## config.mk

```make
export PLATFORM = sky130hd
export DESIGN_NAME = rca_fifo
export DESIGN_NICKNAME = d
export VERILOG_FILES = /design/src/rtl/rca_pkg.sv /design/src/rtl/rca_fifo.sv
export SDC_FILE = /design/constraint.sdc
export NUM_CORES = 1
export LEC_CHECK = 0
export BUFFER_PORTS_ARGS = -buffer_cell sky130_fd_sc_hd__buf_4
export CORE_AREA = 2 2 162 148
export DETAILED_ROUTE_END_ITERATION = 8
export DIE_AREA = 0 0 164 150
export GPL_TIMING_DRIVEN = 0
export MAX_ROUTING_LAYER = met4
export PLACE_DENSITY = 0.83
export RECOVER_POWER = 50
export SETUP_SLACK_MARGIN = 0.5
export SLEW_MARGIN = 20
export SYNTH_ARGS = -nofsm -noshare
export SYNTH_HDL_FRONTEND = slang
export SYNTH_SLANG_ARGS = --single-unit
```

## constraint.sdc

```tcl
create_clock -name i_clk -period 7.2 [get_ports i_clk]
set_clock_uncertainty 0.2 [all_clocks]
set_input_delay 1.44 -clock i_clk [delete_from_list [all_inputs] [get_ports i_clk]]
set_output_delay 1.44 -clock i_clk [all_outputs]
set_load 0.02 [all_outputs]
```

## src/rtl/rca_pkg.sv

```systemverilog
// ----------------------------------------------------------------------------
// rca_pkg: shared types and constants of the RGB16 contrast adjuster
// Item layouts, channel and gain widths, queue depths and operation codes.
// ----------------------------------------------------------------------------
package rca_pkg;

    // Default channel resolution; the ports are always PORT_W bits wide.
    localparam int CHANNEL_BITS_DEF = 16;
    localparam int PORT_W           = 16;

    // Auto gain is unsigned Q8.16.
    localparam int              GAIN_W   = 24;
    localparam int              FRAC_W   = 16;
    localparam logic [GAIN_W-1:0] GAIN_MAX = '1;

    // Contrast factor code that selects auto contrast.
    localparam logic signed [7:0] AUTO_CODE = 8'sh80;

    // Item action codes.
    localparam logic ACT_MEASURE = 1'b0;
    localparam logic ACT_ADJUST  = 1'b1;

    // Queue depths.
    localparam int MQ_DEPTH  = 4;
    localparam int OQ_DEPTH  = 8;
    localparam int OQ_CNT_W  = $clog2(OQ_DEPTH + 1);

    // Classified item handed from the front end to the execution side.
    typedef struct packed {
        logic              action;
        logic              first;
        logic [PORT_W-1:0] red;
        logic [PORT_W-1:0] green;
        logic [PORT_W-1:0] blue;
        logic [PORT_W-1:0] opacity;
        logic [PORT_W-1:0] bright;
    } t_item;

    // Finished pixel waiting in the result queue.
    typedef struct packed {
        logic [PORT_W-1:0] red;
        logic [PORT_W-1:0] green;
        logic [PORT_W-1:0] blue;
        logic [PORT_W-1:0] opacity;
    } t_pixel;

endpackage

```

## src/rtl/rca_fifo.sv

```systemverilog
// ----------------------------------------------------------------------------
// rca_fifo: small synchronous first-in first-out queue
// Register based queue with occupancy count; head is shown combinationally.
// ----------------------------------------------------------------------------
module rca_fifo
    import rca_pkg::*;
#(
    parameter int WIDTH = $bits(t_item),
    parameter int DEPTH = MQ_DEPTH
) (
    input  logic                       i_clk,
    input  logic                       i_rst_n,
    input  logic                       i_push,
    input  logic [WIDTH-1:0]           i_data,
    input  logic                       i_pop,
    output logic [WIDTH-1:0]           o_data,
    output logic                       o_empty,
    output logic                       o_full,
    output logic [$clog2(DEPTH+1)-1:0] o_count
);

    localparam int AW = (DEPTH > 1) ? $clog2(DEPTH) : 1;
    localparam int CW = $clog2(DEPTH + 1);

    logic [WIDTH-1:0] r_mem [DEPTH];
    logic [AW-1:0]    r_wp;
    logic [AW-1:0]    r_rp;
    logic [CW-1:0]    r_cnt;
    logic             push_ok;
    logic             pop_ok;

    assign o_empty = (r_cnt == CW'(0));
    assign o_full  = (r_cnt == CW'(DEPTH));
    assign o_count = r_cnt;
    assign o_data  = r_mem[r_rp];
    assign push_ok = i_push && !o_full;
    assign pop_ok  = i_pop && !o_empty;

    always_ff @(posedge i_clk) begin
        if (!i_rst_n) begin
            r_wp  <= '0;
            r_rp  <= '0;
            r_cnt <= '0;
        end else begin
            if (push_ok) begin
                r_wp <= (r_wp == AW'(DEPTH - 1)) ? AW'(0) : r_wp + AW'(1);
            end
            if (pop_ok) begin
                r_rp <= (r_rp == AW'(DEPTH - 1)) ? AW'(0) : r_rp + AW'(1);
            end
            if (push_ok && !pop_ok) begin
                r_cnt <= r_cnt + CW'(1);
            end else if (pop_ok && !push_ok) begin
                r_cnt <= r_cnt - CW'(1);
            end
        end
    end

    always_ff @(posedge i_clk) begin
        if (push_ok) begin
            r_mem[r_wp] <= i_data;
        end
    end

endmodule

```

==> impl_metrics.json, run 1 <==
{
  "cts_buffers": 31,
  "core-area_um2": 23000,
  "final_cell_mix": "edfxtp_1, clkbuf_1, buf_4",
  "n_fill_cell": 1513,
  "finalPower_mw": 5.52,
  "place.gp.congestion": 0.778,
  "worst_pin_slew_ns": 3.06,
  "min_period_ns": 4.57,
  "cts.sinks": 337,
  "syn_avg_cell_area_um2": 25.9,
  "rows": 53,
  "synthFlopType": "edfxtp_1",
  "cts_hold_buf": 0,
  "timing.rr.start": "o_count[0]",
  "fmax_mhz": 219,
  "hold_viol_final": 0,
  "vias_per_cell": 5.64,
  "switching_share_pct": 27.5,
  "ys_ff_latch": 337,
  "holdPathStages": 2,
  "die_area_um2": 24600,
  "drc": 0,
  "setup_violations": 0,
  "vias": 5708,
  "clock_power_share_pct": 28.0,
  "totalNegativeSetupSlack_ns": 0,
  "clk_latency_ns": 0.55,
  "slew_violations": 80,
  "worstSetupEndpoint": "r_mem[1][34]",
  "drtPass1Iterations": 4,
  "layout-drive-gt1-share_pct": 33.0,
  "initial_utilization_pct": 53.8,
  "fin_crit_sh_pct": 63.5,
  "worstSetupPathType": "input port to flop",
  "yosys.area.top_type": "edfxtp_1",
  "drv_cap": 2,
  "seqPwrFrac_pct": 44.5,
  "cts_tree": "yes",
  "grt.overflow.total": 0,
  "cts_root_buffer": "clkbuf_16",
  "ys_seq_area_share_pct": 80.9,
  "fin_nets": 781,
  "track_usage_pct": 19.8,
  "outcome": "complete, but fails checks",
  "start_kind": "input port",
  "switchingPower_mw": 1.52,
  "synth-edff-count": 328,
  "wl_per_cell_um": 23.0,
  "diodes": 0,
  "ir_drop_uv": 264,
  "place_ws_ns": 3.66,
  "clockBufferDepth": 3,
  "ys_types": 25,
  "grt_pass1_vias": 6202,
  "antenna_found_initial": 0,
  "die_w_um": 164,
  "drt.antenna.violating_nets": 0,
  "arrival_ns": 4.59,
  "cts_resized": 0,
  "yosysTopAreaCellShare_pct": 79.5,
  "end_kind": "flop",
  "cts_setup_buffers": 0,
  "cp_data_required_time_ns": 7.22,
  "min_path_type": "flop to flop",
  "synthesis.instances": 479,
  "ff2ff_path_depth": 5,
  "power_density_nw_per_um2": 373,
  "p_int_mw": 4.00,
  "portBuffers": 172,
  "yosys_warnings": 0,
  "grt_max_degree": 46,
  "syn_area_um2": 12400,
  "drtIter0Drc": 385,
  "htree_num_levels": 1,
  "pwr-share-comb_pct": 27.5,
  "p_leak_nw": 4.81,
  "rsz0062_at_grt": "no",
  "slew_headroom_pct": -104,
  "die_h_um": 150,
  "crit_path_max_fanout": 43,
  "clkSlewWorstSetupHoldPaths_ns": 0.06,
  "area_delta_synth_final_pct": 19.6,
  "synth_fp_nets": 572,
  "place.detailed.hpwl_um": 14400,
  "cp-startpoint": "i_push",
  "mostFrequentLayoutCell": "edfxtp_1",
  "io_pins": 173,
  "failed_checks": "max-capacitance violations, max-slew violations",
  "timing.final.ws_setup_ns": 2.63,
  "wl_um": 23300,
  "async_flop_share_pct": 0,
  "grt_pass1_wl_um": 35200,
  "r2r_slack_ns": 3.00,
  "r2r-end": "r_mem[1][34]",
  "synth.top_cells.by_area": "edfxtp_1, mux4_2, dfxtp_1"
}
## stage by stage
stage          instances  util (%)  instance area [um2]  hold WS (ns)
6_report            1012      64.4                14800         0.335
5_1_grt             1012      64.4                14800         0.368
4_1_cts             1012      65.8                15100         0.341
3_5_place_dp         957      61.6                14200         0.309
3_3_place_gp         953      61.1                14100         0.274
2_1_floorplan        479         -                12400         0.268
## cell families after synthesis
family | synth area share [%]
flops | 80.9
mux | 15.2
buf+inv | 1.90
simple gates | 0.828
fa+ha+maj | 0.767
compound gates | 0.242
xor+xnor | 0.141
## how the worst min path moves through the flow
stage / start / slack, ns / end
after floorplan: r_wp[1] / 0.27 / r_wp[1]
after global placement: r_wp[1] / 0.27 / r_wp[1]
after detailed placement: r_wp[1] / 0.31 / r_wp[1]
after CTS: r_wp[1] / 0.34 / r_wp[1]
after global routing: r_wp[1] / 0.37 / r_wp[1]
final: r_wp[1] / 0.33 / r_wp[1]
## power by group through the flow
stage | logic [mW] | clock network, mW | registers [mW]
CTS | 1.57 | 1.57 | 2.45
global route | 1.61 | 1.65 | 2.48
floorplan | 0.970 | 0 | 2.49
finish | 1.52 | 1.54 | 2.46
global placement | 1.50 | 0 | 2.50
detailed placement | 1.56 | 0 | 2.49
## flip-flops by register name, summed over array words and instances, names as in the netlist, named ones only
name	count
r_wp	2
r_rp	2
o_count	3
r_mem	328
## per-layer routing
metal | GRT usage [%] | share of wire (%) | up-vias
met4 | 5.09 | 2.4 | 0
met3 | 3.52 | 4.9 | 45
met2 | 34.5 | 54 | 186
li1 | - | - | 2465
met5 | - | 0 | -
met1 | 24.1 | 39 | 3012
## cells in the mapped netlist, types with 3 or more instances
cell,instances
nand2_1,6
o21ai_0,3
edfxtp_1,328
ha_1,6
mux2i_1,3
buf_2,9
buf_12,8
inv_1,3
mux4_2,81
and2_1,5
dfxtp_1,9
## critical path: stages
cell and delay (ns):
clkbuf_4 0.09, nor2b_1 0.11, clkbuf_1 0.33, and2_0 2.28, buf_16 0.31
## cell type report
type                            count  area (um2)  share of cell area, %
Inverter                            3        11.3                 0.0760
Clock inverter                     19         165                   1.11
Multi-Input combinational cell    119        2130                   14.4
Timing Repair Buffer              176        1080                   7.31
Buffer                             20         223                   1.50
Tap cell                          302         378                   2.55
Sequential cell                   337       10000                   67.7
Clock buffer                       36         795                   5.36
No activity file was read; power rests on OpenSTA's default activity.
==> run 2: changes to the inputs <==
--- a/config.mk
+++ b/config.mk
@@ -5,13 +5,14 @@
 export SDC_FILE = /design/constraint.sdc
 export NUM_CORES = 1
 export LEC_CHECK = 0
+export ABC_AREA = 1
 export BUFFER_PORTS_ARGS = -buffer_cell sky130_fd_sc_hd__buf_4
-export CORE_AREA = 2 2 162 148
+export CORE_AREA = 2 2 169 154
 export DETAILED_ROUTE_END_ITERATION = 8
-export DIE_AREA = 0 0 164 150
+export DIE_AREA = 0 0 171 156
 export GPL_TIMING_DRIVEN = 0
 export MAX_ROUTING_LAYER = met4
-export PLACE_DENSITY = 0.83
+export PLACE_DENSITY = 0.82
 export RECOVER_POWER = 50
 export SETUP_SLACK_MARGIN = 0.5
 export SLEW_MARGIN = 20
==> constraint.sdc (replaced) <==
create_clock -name i_clk -period 4 [get_ports i_clk]
set_clock_uncertainty 0.2 [all_clocks]
set_input_delay 0.8 -clock i_clk [delete_from_list [all_inputs] [get_ports i_clk]]
set_output_delay 0.8 -clock i_clk [all_outputs]
set_load 0.02 [all_outputs]
==> impl_metrics.json, run 2 <==
{
  "slew_headroom_pct": -4.44,
  "start_kind": "flop",
  "rsz0062_at_grt": "no",
  "layout-drive-gt1-share_pct": 19.2,
  "holdPathStages": 2,
  "cp_data_required_time_ns": 3.91,
  "core-area_um2": 24900,
  "totalNegativeSetupSlack_ns": 0,
  "ir_drop_uv": 542,
  "crit_path_max_fanout": 23,
  "rows": 55,
  "hold_viol_final": 0,
  "place.detailed.hpwl_um": 18100,
  "grt_pass1_vias": 7897,
  "antenna_found_initial": 6,
  "synth_fp_nets": 958,
  "synth.top_cells.by_area": "edfxtp_1, nor2_1, o22ai_1",
  "drv_cap": 2,
  "yosys.area.top_type": "edfxtp_1",
  "r2r-end": "r_mem[3][15]",
  "min_from": "o_count[0]",
  "drt.antenna.violating_nets": 0,
  "outcome": "complete, but fails checks",
  "portBuffers": 172,
  "die_h_um": 156,
  "vias_per_cell": 5.38,
  "cts_buffers": 36,
  "grt_pass1_wl_um": 42200,
  "synthFlopType": "edfxtp_1",
  "ys_ff_latch": 337,
  "place.gp.congestion": 0.757,
  "cts_tree": "yes",
  "wl_per_cell_um": 19.5,
  "power_density_nw_per_um2": 721,
  "die_w_um": 171,
  "initial_utilization_pct": 51.2,
  "grt.overflow.total": 0,
  "cts_hold_buf": 0,
  "cts_root_buffer": "clkbuf_16",
  "design_area_um2": 15600,
  "cts.sinks": 337,
  "setup_violations": 0,
  "drtIter0Drc": 698,
  "area_delta_synth_final_pct": 22.5,
  "clk_latency_ns": 0.51,
  "use_met1_pct": 27.3,
  "mostFrequentLayoutCell": "edfxtp_1",
  "drtPass1Iterations": 5,
  "regMostFlops": "r_mem",
  "die_area_um2": 26700,
  "r2r_slack_ns": 0.77,
  "fin_crit_sh_pct": 80.6,
  "max_stage_delay_ns": 1.18,
  "p_leak_nw": 5.41,
  "vias": 7879,
  "fmax_mhz": 310,
  "io_pins": 173,
  "ys_seq_area_share_pct": 78.6,
  "slowest_stage": "clkbuf_1",
  "min_path_type": "flop to flop",
  "clkSlewWorstSetupHoldPaths_ns": 0.06,
  "wl_um": 28600,
  "clockBufferDepth": 3,
  "arrival_ns": 3.14,
  "met2_usage_pct": 34.8,
  "cts_resized": 0,
  "syn_area_um2": 12800,
  "ys_types": 24,
  "cts_setup_buffers": 0,
  "final_cell_mix": "edfxtp_1, nor2_1, clkbuf_1",
  "grtUsageMet3_pct": 4.90,
  "syn_avg_cell_area_um2": 14.7,
  "hold_end": "o_count[0]",
  "synth-edff-count": 328,
  "yosysMostFrequentCell": "edfxtp_1",
  "worstSetupPathType": "flop to flop",
  "slew_violations": 32,
  "end_kind": "flop",
  "yosysTopAreaCellShare_pct": 77.2,
  "crit_path_cell_trace": "nor2_1 -> nand2_1 -> nand2_1 -> nor2_1 -> clkbuf_1",
  "top_usage_layer": "met2",
  "timing.rr.start": "o_count[1]",
  "dpl-instance-area_um2": 14800,
  "largest_reg_flops": 328,
  "yosys_warnings": 0,
  "yosys-top-cells-count": "edfxtp_1, nor2_1, o21ai_0, o22ai_1, o21ai_1",
  "worst_pin_slew_ns": 1.56,
  "synthesis.instances": 865,
  "grt_max_degree": 26,
  "drc": 0,
  "track_usage_pct": 21.8,
  "fin_nets": 1182,
  "async_flop_share_pct": 0,
  "failed_checks": "max-capacitance violations, max-slew violations",
  "ff2ff_path_depth": 5,
  "min_period_ns": 3.23,
  "n_fill_cell": 1896,
  "htree_num_levels": 2
}
[run 2: logic make-up (layout without fill, tap and decap cells)]
kind of cell	Yosys count	count (layout)	share of synthesized area, %
adder cells (fa/ha/maj)	7	7	0.746
flip-flops	337	337	78.6
AO/OA/AOI/OAI	250	250	11.2
buffers and inverters	72	324	3.41
AND/OR/NAND/NOR	199	199	5.96
other	0	6	0
[run 2: per-layer routing]
metal	share of wire [%]	wire (um)
met2	48	13700
met1	42	11900
met5	0	0
met4	3.2	927
met3	7.3	2100
[run 2: final cells by class]
cell class | count | area [um2] | area share (%)
plain buffers | 53 | 362 | 2.31
diodes | 6 | 15.0 | 0.0961
repair buffers | 186 | 1270 | 8.14
well taps | 342 | 428 | 2.74
multi-input cells | 456 | 2300 | 14.7
clock buffers | 42 | 945 | 6.04
flip-flops and latches | 337 | 10000 | 64.2
clock inverters | 24 | 199 | 1.27
inverters | 19 | 73.8 | 0.472
[run 2: how the worst max path moves through the flow]
stage | slack [ns] | startpoint | cells after the start | to
floorplan | 0.25 | i_push | 2 | r_mem[0][0]
global placement | -1.43 | i_push | 3 | r_mem[3][53]
detailed placement | 1.34 | i_push | 4 | r_mem[2][18]
CTS | 0.88 | flop | 5 | o_data[1]
global route | 0.56 | o_count[1] | 5 | r_mem[3][20]
finish | 0.77 | o_count[1] | 5 | r_mem[3][15]
[run 2: worst max-delay path, delay by kind of cell, from the launching register on]
kind	cells	cell delay [ns]
buf+inv	1	1.18
simple gates	4	1.01
flops	1	0.41
[run 2: power breakdown]
part           internal (mW)  switching, mW
Combinational           1.33           2.35
Sequential              4.30          0.103
Clock                   1.89           1.30
[run 2: metrics by stage]
step / std cells / util [%] / hold WS [ns] / power (mW) / worst slack (ns)
global placement: 1379 / 58.1 / 0.314 / 8.06 / -1.43
floorplan: 865 / - / 0.301 / 6.60 / 0.247
detailed placement: 1393 / 59.6 / 0.327 / 8.22 / 1.34
global route: 1465 / 62.7 / 0.335 / 11.8 / 0.563
CTS: 1459 / 64.2 / 0.260 / 11.4 / 0.879
finish: 1465 / 62.7 / 0.334 / 11.3 / 0.774
