$ cat src/rtl/rca_pkg.sv
// ----------------------------------------------------------------------------
// rca_pkg: shared types and constants of the RGB16 contrast adjuster
// Item layouts, channel and gain widths, queue depths and operation codes.
// ----------------------------------------------------------------------------
package rca_pkg;

    // Default channel resolution; the ports are always PORT_W bits wide.
    localparam int CHANNEL_BITS_DEF = 16;
    localparam int PORT_W           = 16;

    // Auto gain is unsigned Q8.16.
    localparam int              GAIN_W   = 24;
    localparam int              FRAC_W   = 16;
    localparam logic [GAIN_W-1:0] GAIN_MAX = '1;

    // Contrast factor code that selects auto contrast.
    localparam logic signed [7:0] AUTO_CODE = 8'sh80;

    // Item action codes.
    localparam logic ACT_MEASURE = 1'b0;
    localparam logic ACT_ADJUST  = 1'b1;

    // Queue depths.
    localparam int MQ_DEPTH  = 4;
    localparam int OQ_DEPTH  = 8;
    localparam int OQ_CNT_W  = $clog2(OQ_DEPTH + 1);

    // Classified item handed from the front end to the execution side.
    typedef struct packed {
        logic              action;
        logic              first;
        logic [PORT_W-1:0] red;
        logic [PORT_W-1:0] green;
        logic [PORT_W-1:0] blue;
        logic [PORT_W-1:0] opacity;
        logic [PORT_W-1:0] bright;
    } t_item;

    // Finished pixel waiting in the result queue.
    typedef struct packed {
        logic [PORT_W-1:0] red;
        logic [PORT_W-1:0] green;
        logic [PORT_W-1:0] blue;
        logic [PORT_W-1:0] opacity;
    } t_pixel;

endpackage

$ cat src/rtl/rca_div.sv
// ----------------------------------------------------------------------------
// rca_div: restoring divider for the auto contrast gain
// Produces one quotient bit per cycle; done pulses once the quotient is final.
// ----------------------------------------------------------------------------
module rca_div
    import rca_pkg::*;
#(
    parameter int CHANNEL_BITS = CHANNEL_BITS_DEF
) (
    input  logic                             i_clk,
    input  logic                             i_rst_n,
    input  logic                             i_start,
    input  logic [CHANNEL_BITS+FRAC_W-1:0]   i_dividend,
    input  logic [CHANNEL_BITS-1:0]          i_divisor,
    output logic                             o_done,
    output logic [CHANNEL_BITS+FRAC_W-1:0]   o_quotient
);

    localparam int DW    = CHANNEL_BITS + FRAC_W;
    localparam int DV    = CHANNEL_BITS;
    localparam int CNT_W = $clog2(DW + 1);

    logic             r_busy;
    logic             r_done;
    logic [CNT_W-1:0] r_cnt;
    logic [DV-1:0]    r_rem;
    logic [DV-1:0]    r_dvs;
    logic [DW-1:0]    r_quo;
    logic [DV:0]      rem_sh;
    logic             fits;
    logic [DV:0]      rem_nx;

    assign rem_sh = {r_rem, r_quo[DW-1]};
    assign fits   = (rem_sh >= {1'b0, r_dvs});
    assign rem_nx = fits ? rem_sh - {1'b0, r_dvs} : rem_sh;

    assign o_done     = r_done;
    assign o_quotient = r_quo;

    always_ff @(posedge i_clk) begin
        if (!i_rst_n) begin
            r_busy <= 1'b0;
            r_done <= 1'b0;
            r_cnt  <= '0;
        end else begin
            r_done <= 1'b0;
            if (i_start) begin
                r_busy <= 1'b1;
                r_cnt  <= CNT_W'(DW);
            end else if (r_busy) begin
                r_cnt <= r_cnt - CNT_W'(1);
                if (r_cnt == CNT_W'(1)) begin
                    r_busy <= 1'b0;
                    r_done <= 1'b1;
                end
            end
        end
    end

    always_ff @(posedge i_clk) begin
        if (i_start) begin
            r_quo <= i_dividend;
            r_rem <= '0;
            r_dvs <= i_divisor;
        end else if (r_busy) begin
            r_quo <= {r_quo[DW-2:0], fits};
            r_rem <= rem_nx[DV-1:0];
        end
    end

endmodule

$ cat src/rtl/rca_back.sv
// ----------------------------------------------------------------------------
// rca_back: execution side of the contrast adjuster
// Keeps the brightness statistics and gain, and runs adjust items through
// a three-stage pipeline of per-channel lanes into the result queue.
// ----------------------------------------------------------------------------
module rca_back
    import rca_pkg::*;
#(
    parameter int CHANNEL_BITS = CHANNEL_BITS_DEF
) (
    input  logic                i_clk,
    input  logic                i_rst_n,
    input  logic                i_cfg_wr_en,
    input  logic [7:0]          i_cfg_wr_data,
    input  logic                i_q_empty,
    input  t_item               i_q_item,
    output logic                o_q_pop,
    input  logic [OQ_CNT_W-1:0] i_oq_count,
    output logic                o_oq_push,
    output t_pixel              o_oq_pixel
);

    localparam int CB   = CHANNEL_BITS;
    localparam logic [CB-1:0] CMAX = CB'((1 << CB) - 1);
    localparam logic [CB-1:0] MID  = CB'((1 << (CB - 1)) - 1);
    localparam int DW   = CB + FRAC_W;
    localparam int PW   = GAIN_W + CB;
    localparam int NW   = CB + 13;
    localparam int S127 = CB + 20;
    localparam int RW   = CB + 14;
    localparam int QW   = CB + 8;
    localparam int SW   = CB + 10;
    localparam int CW   = OQ_CNT_W + 1;
    localparam int LANES = 3;
    // ceil(2^S127 / 127): exact floor division by 127 for products below 2^NW.
    localparam logic [RW-1:0] RCP127 = RW'(((64'd1 << S127) + 64'd126) / 64'd127);

    typedef enum logic [1:0] {
        ST_RUN = 2'b01,
        ST_DIV = 2'b10
    } t_state;

    t_state                    r_state;
    logic signed [7:0]         r_factor;
    logic [13:0]               r_k;
    logic [CB-1:0]             r_min;
    logic [CB-1:0]             r_max;
    logic [GAIN_W-1:0]         r_gain;
    logic                      r_gain_ok;

    logic                      r_v1;
    logic                      r_v2;
    logic                      r_v3;
    logic                      r1_auto;
    logic [PORT_W-1:0]         r1_opac;
    logic [PORT_W-1:0]         r2_opac;
    logic [PORT_W-1:0]         r3_opac;
    logic [PW-1:0]             r1_p    [LANES];
    logic                      r1_neg  [LANES];
    logic [CB-1:0]             r1_base [LANES];
    logic [QW-1:0]             r2_q    [LANES];
    logic                      r2_neg  [LANES];
    logic [CB-1:0]             r2_base [LANES];
    logic [CB-1:0]             r3_val  [LANES];

    logic                      is_auto;
    logic                      is_neg;
    logic [7:0]                k_neg8;
    logic [GAIN_W-1:0]         k_sel;
    logic                      head_adj;
    logic                      need_gain;
    logic                      credit_ok;
    logic                      issue;
    logic                      measure;
    logic [CB-1:0]             bright;
    logic [CB-1:0]             hi_room;
    logic [CB-1:0]             border;
    logic                      den_le0;
    logic [CB-1:0]             den;
    logic                      div_start;
    logic                      div_done;
    logic [DW-1:0]             div_q;
    logic [GAIN_W-1:0]         gain_nx;
    logic [CB-1:0]             chan_in [LANES];

    assign is_auto = (r_factor == AUTO_CODE);
    assign is_neg  = r_factor[7] && !is_auto;
    assign k_neg8  = 8'd127 + r_factor;
    assign k_sel   = is_auto ? r_gain : GAIN_W'(r_k);

    assign head_adj  = (i_q_item.action == ACT_ADJUST);
    assign need_gain = head_adj && is_auto && !r_gain_ok;
    assign credit_ok = ({1'b0, i_oq_count} + CW'(r_v1) + CW'(r_v2) + CW'(r_v3))
                       < CW'(OQ_DEPTH);
    assign o_q_pop   = (r_state == ST_RUN) && !i_q_empty
                       && (!head_adj || (!need_gain && credit_ok));
    assign issue     = o_q_pop && head_adj;
    assign measure   = o_q_pop && !head_adj;
    assign bright    = i_q_item.bright[CB-1:0];

    // Auto gain border and denominator.
    assign hi_room   = CMAX - r_max;
    assign border    = (r_min < hi_room) ? r_min : hi_room;
    assign den_le0   = (border >= MID);
    assign den       = MID - border;
    assign div_start = (r_state == ST_RUN) && !i_q_empty && need_gain && !den_le0;
    assign gain_nx   = (DW'(GAIN_MAX) < div_q) ? GAIN_MAX : GAIN_W'(div_q);

    assign chan_in[0] = i_q_item.red[CB-1:0];
    assign chan_in[1] = i_q_item.green[CB-1:0];
    assign chan_in[2] = i_q_item.blue[CB-1:0];

    rca_div #(
        .CHANNEL_BITS (CHANNEL_BITS)
    ) u_div (
        .i_clk      (i_clk),
        .i_rst_n    (i_rst_n),
        .i_start    (div_start),
        .i_dividend ({border, FRAC_W'(0)}),
        .i_divisor  (den),
        .o_done     (div_done),
        .o_quotient (div_q)
    );

    // Configuration, statistics, gain and sequencing.
    always_ff @(posedge i_clk) begin
        if (!i_rst_n) begin
            r_state   <= ST_RUN;
            r_factor  <= '0;
            r_k       <= '0;
            r_min     <= CMAX;
            r_max     <= '0;
            r_gain    <= '0;
            r_gain_ok <= 1'b0;
        end else begin
            if (i_cfg_wr_en) begin
                r_factor <= i_cfg_wr_data;
            end
            r_k <= r_factor[7] ? 14'(k_neg8)
                               : 14'(r_factor[6:0]) * 14'(r_factor[6:0]);
            unique case (r_state)
                ST_RUN: begin
                    if (measure) begin
                        r_gain_ok <= 1'b0;
                        if (i_q_item.first) begin
                            r_min <= bright;
                            r_max <= bright;
                        end else begin
                            if (bright < r_min) begin
                                r_min <= bright;
                            end
                            if (bright > r_max) begin
                                r_max <= bright;
                            end
                        end
                    end else if (!i_q_empty && need_gain) begin
                        if (den_le0) begin
                            r_gain    <= GAIN_MAX;
                            r_gain_ok <= 1'b1;
                        end else begin
                            r_state <= ST_DIV;
                        end
                    end
                end
                ST_DIV: begin
                    if (div_done) begin
                        r_gain    <= gain_nx;
                        r_gain_ok <= 1'b1;
                        r_state   <= ST_RUN;
                    end
                end
                default: begin
                    r_state <= ST_RUN;
                end
            endcase
        end
    end

    // Pipeline valids.
    always_ff @(posedge i_clk) begin
        if (!i_rst_n) begin
            r_v1 <= 1'b0;
            r_v2 <= 1'b0;
            r_v3 <= 1'b0;
        end else begin
            r_v1 <= issue;
            r_v2 <= r_v1;
            r_v3 <= r_v2;
        end
    end

    always_ff @(posedge i_clk) begin
        if (issue) begin
            r1_auto <= is_auto;
            r1_opac <= i_q_item.opacity;
        end
        if (r_v1) begin
            r2_opac <= r1_opac;
        end
        if (r_v2) begin
            r3_opac <= r2_opac;
        end
    end

    for (genvar l = 0; l < LANES; l++) begin : g_lane
        logic                  d_neg;
        logic [CB-1:0]         d_mag;
        logic [NW+RW-1:0]      prod127;
        logic signed [SW-1:0]  base_s;
        logic signed [SW-1:0]  q_s;
        logic signed [SW-1:0]  sum;
        logic [CB-1:0]         clamped;

        // Magnitude and sign of the deviation from mid level.
        assign d_neg = (chan_in[l] < MID);
        assign d_mag = d_neg ? MID - chan_in[l] : chan_in[l] - MID;

        assign prod127 = (NW+RW)'(r1_p[l][NW-1:0]) * (NW+RW)'(RCP127);

        assign base_s = signed'(SW'(r2_base[l]));
        assign q_s    = signed'(SW'(r2_q[l]));
        assign sum    = r2_neg[l] ? base_s - q_s : base_s + q_s;

        always_comb begin
            if (sum[SW-1]) begin
                clamped = '0;
            end else if (sum > signed'(SW'(CMAX))) begin
                clamped = CMAX;
            end else begin
                clamped = sum[CB-1:0];
            end
        end

        always_ff @(posedge i_clk) begin
            if (issue) begin
                r1_p[l]    <= PW'(k_sel) * PW'(d_mag);
                r1_neg[l]  <= d_neg;
                r1_base[l] <= is_neg ? MID : chan_in[l];
            end
            if (r_v1) begin
                r2_q[l]    <= r1_auto ? QW'(r1_p[l][PW-1:FRAC_W])
                                      : QW'(prod127[NW+RW-1:S127]);
                r2_neg[l]  <= r1_neg[l];
                r2_base[l] <= r1_base[l];
            end
            if (r_v2) begin
                r3_val[l] <= clamped;
            end
        end
    end

    assign o_oq_push          = r_v3;
    assign o_oq_pixel.red     = PORT_W'(r3_val[0]);
    assign o_oq_pixel.green   = PORT_W'(r3_val[1]);
    assign o_oq_pixel.blue    = PORT_W'(r3_val[2]);
    assign o_oq_pixel.opacity = r3_opac;

endmodule

$ cat config.mk
export PLATFORM = sky130hd
export DESIGN_NAME = rca_back
export DESIGN_NICKNAME = d
export VERILOG_FILES = /design/src/rtl/rca_pkg.sv /design/src/rtl/rca_div.sv /design/src/rtl/rca_back.sv
export SDC_FILE = /design/constraint.sdc
export NUM_CORES = 2
export LEC_CHECK = 0
export ABC_AREA = 1
export ABC_CLOCK_PERIOD_IN_PS = 13700
export CORE_UTILIZATION = 55
export CTS_CLUSTER_SIZE = 14
export DETAILED_ROUTE_END_ITERATION = 7
export DONT_BUFFER_PORTS = 1
export PLACE_DENSITY = 0.7
export SLEW_MARGIN = 15
export SYNTH_ARGS = -nofsm -noshare
export SYNTH_HDL_FRONTEND = slang
export SYNTH_SLANG_ARGS = --single-unit
$ cat constraint.sdc
create_clock -name i_clk -period 13.7 [get_ports i_clk]
set_clock_uncertainty 0.15 [all_clocks]
set_input_delay 0 -clock i_clk [delete_from_list [all_inputs] [get_ports i_clk]]
set_output_delay 0 -clock i_clk [all_outputs]
set_load 0.03 [all_outputs]
==> results.yml <==
timing:
  rsz_0062_raised_after_global_routing: "no"
  layout_setup_ws_ps: 4240
  hold_viol_final: 0
  fmax_ghz: 0.106
  setup_viol: 0
  final_max_slew_viol_count: 0
  timing.final.crit_period_ps: 9460
  timing.setup.tns_ps: 0
  timing_worst_slew_pin_value_ps: 1300
  timing.max_slew.rel_slack_pct: 13.2
  layout_worst_path_cycle_share_pct: 69.0
  hold_slack_ps: 26.8
setup_path:
  r2r-start: "r_factor[0]$_SDFFE_PN0P_"
  family_with_the_most_delay_on_the_worst_path: "adder cells"
  slowest_delay_ps: 1060
  timing.setup.critical_path_class: "register to register"
  worstPathMaxFanout: 40
  worst-endpoint-required_ps: 13990
  crit_arrival_ps: 9750
  critPathCaptureType: "register"
  critical-path-top-cell-by-count: "sky130_fd_sc_hd__nand2_1"
  worst_path_max_delay_cell: "sky130_fd_sc_hd__clkinv_1"
  worst-path-buf-inv: 10
  timing.critical_path.from_type: "register"
  critPathLaunch: "r_factor[0]$_SDFFE_PN0P_"
clock_network:
  cts.clk_slew.worst_paths_ps: 60
  htree_num_levels: 3
  post_cts_setup_buffer_count: 0
  cts.sink_count: 547
  postCtsResizedCells: 0
  cts_bufs_inserted: 66
  clkLatencyLatePin_ps: 710
  clk_path_buf_depth: 3
  cts-root-buf: "sky130_fd_sc_hd__clkbuf_16"
  clock_tree_from_tritoncts: "built"
global_routing:
  grt_usage_pct: 33.8
  grt_antenna_before_repair: 6
  grt_first_pass_wirelength_um: 436000
  global_route.overflow_total: 0
  first_global_vias: 77860
  grt_max_degree: 77
pwr:
  pwr-share-seq_pct: 12.2
  pwr_density_cell_mw_per_mm2: 183
  intPower_mw: 7.85
  power_switching_share_pct: 55.8
  ir_drop_mv: 0.272
  power.leakage_nw: 49.0
  clock_power_share_pct: 10.1
  power.net_switching_mw: 9.90
  p_comb_share_pct: 77.7
yosys:
  fraction_of_post_synthesis_cell_area_in_the_top_cell_type_by_area_pct: 25.2
  synth_cell_types: 66
  post_synth_arst_share_pct: 0
  post-synth-top-area-cell: "sky130_fd_sc_hd__fa_1"
  synthFlopType: "sky130_fd_sc_hd__edfxtp_1"
  synthTopCellsByArea: "sky130_fd_sc_hd__fa_1, sky130_fd_sc_hd__ha_1, sky130_fd_sc_hd__edfxtp_1"
  postSynthAreaPerCell_sq_um: 8.07
  ys.warnings.count: 0
  synth.most_common_cell: "sky130_fd_sc_hd__inv_1"
  synth_edf_count: 423
  ys_ff_latch: 547
  synth_seq_area_share_pct: 16.8
  synth_nets: 13735
  syn-cell-area_sq_mm: 0.0903
  post_synth_most_frequent_cells: "sky130_fd_sc_hd__inv_1, sky130_fd_sc_hd__nand2_1, sky130_fd_sc_hd__ha_1, sky130_fd_sc_hd__fa_1, sky130_fd_sc_hd__nor2_1"
  post_synth_inst_count: 11188
detailed_routing:
  drt_iter0_markers: 6766
  met1Wirelength_um: 116000
  detail_route.first_pass.iterations: 6
  routed-via-count: 76007
  met2WireLength_um: 125000
  topRoutingLayerUsed: "met5"
  routed_wire_length_per_instance_um: 20.7
  met3WireLength_um: 25700
  detail_route.wirelength_um: 279000
  route.antenna.remaining_nets: 0
  route.detailed.drc: 0
  via_per_inst: 5.64
placed_design:
  portBuffers: 0
  placedCellCount: 13153
  post_place_worst_slack_ps: 4400
  detailed_place_hpwl_um: 224000
  final_wtd_congestion: 1.00
final_layout:
  areaGrowthSynthToFinish_pct: 7.24
  stdcell_count: 13487
  drive_above_1_share_pct: 3.20
  num-nets-final: 13806
min_path:
  worst_hold_path_type: "input pin to register"
  worstHoldStart: "i_q_item[51]"
floorplan:
  chipWidth_um: 407
  core.rowCount: 148
  initial_utilization_pct: 55.5
  dieArea_sq_mm: 0.166
  i_o_pins: 164
  dieHeight_um: 407
  fp.coreArea_sq_mm: 0.163
outcome:
  run_status: "complete, no violations"
run:
  timing.max_cap.violations: 0
==> power by group through the flow <==
| stage | clock, mW | sequential (mW) | combinational [mW] |
|---|---|---|---|
| floorplan | 0 | 2.12 | 9.65 |
| global route | 1.88 | 2.17 | 15.6 |
| detailed placement | 0 | 2.19 | 13.4 |
| finish | 1.79 | 2.16 | 13.8 |
| CTS | 1.83 | 2.16 | 13.7 |
| global placement | 0 | 2.19 | 13.4 |
==> worst register-to-register path: cells and delay by family (launching register included) <==
| family | cells | cell delay [ps] |
|---|---|---|
| adder cells (fa/ha/maj) | 8 | 3540 |
| AO/OA/AOI/OAI | 4 | 1010 |
| flip-flops | 1 | 430 |
| buffers and inverters | 10 | 2600 |
| AND/OR/NAND/NOR | 12 | 1460 |
==> placed cells by master, fill, tap and decap left out, types with 185 or more instances in the layout <==
master,count
sky130_fd_sc_hd__o21ai_0,385
sky130_fd_sc_hd__dlygate4sd3_1,212
sky130_fd_sc_hd__ha_1,1313
sky130_fd_sc_hd__nand3_1,343
sky130_fd_sc_hd__a21oi_1,441
sky130_fd_sc_hd__xor2_1,185
sky130_fd_sc_hd__nor2_1,1067
sky130_fd_sc_hd__edfxtp_1,423
sky130_fd_sc_hd__fa_1,1136
sky130_fd_sc_hd__nand2_1,2212
sky130_fd_sc_hd__inv_1,2369
==> through the flow <==
step | instance area (sq um) | util [%] | power, mW
6_report | 96800 | 59.5 | 17.8
5_1_grt | 96800 | 59.5 | 19.7
4_1_cts | 96800 | 59.5 | 17.7
3_5_place_dp | 92500 | 56.8 | 15.6
3_3_place_gp | 92500 | 56.8 | 15.6
2_1_floorplan | 90300 | - | 11.8
==> worst paths after layout <==
kind / end / slack, ps / depth (start not counted)
max reg2reg: r1_p[0][74]$_DFFE_PP_ / 4240 / 34
min: r1_base[0][19]$_SDFFCE_PP1P_ / 30 / 3
min reg2reg: r2_base[0][14]$_DFFE_PP_ / 270 / 0
max: r1_p[0][74]$_DFFE_PP_ / 4240 / 34
==> final cells by class <==
type                    count  area (sq um)
clock buffers              84          1800
repair buffers            294          2760
clock inverters            35           383
inverters                2446          9180
diodes                      2          5.00
fillers                 14692         65900
multi-input cells        7904         64800
well taps                2175          2720
flip-flops and latches    547         15200
==> state kept, by name (all words and copies together), names as in the netlist, 2 cells and up <==
signal	cells
r1_p	120
r2_q	72
r_gain	24
u_div.o_quotient	32
r3_val	48
r1_base	48
r3_opac	16
r2_opac	16
r1_neg	3
u_div.r_cnt	6
r_factor	8
r2_neg	3
u_div.r_rem	16
r2_base	48
u_div.r_dvs	16
r_state	2
r_max	16
r1_opac	16
r_min	16
r_k	14
==> kinds of logic after synthesis <==
kind of cell    after synthesis  synth area share [%]
buf+inv                    2737                  11.6
mux                           6                0.0665
simple gates               3950                  17.8
compound gates             1250                  7.94
fa+ha+maj                  2449                  43.4
flops                       547                  16.8
xor+xnor                    249                  2.42
==> routing by layer <==
metal / global-route usage, % / vias up
met2: 54.0 / 3347
met5: 0 / -
li1: - / 35144
met4: 12.9 / 4
met1: 45.2 / 36833
met3: 6.67 / 679
==> what timing repair did <==
action                                 in CTS  in global routing
setup endpoints to repair                   0                  0
endpoints found under the hold margin     194                  0
hold buffers                              213                  0
(Power assumes the default switching activity.)
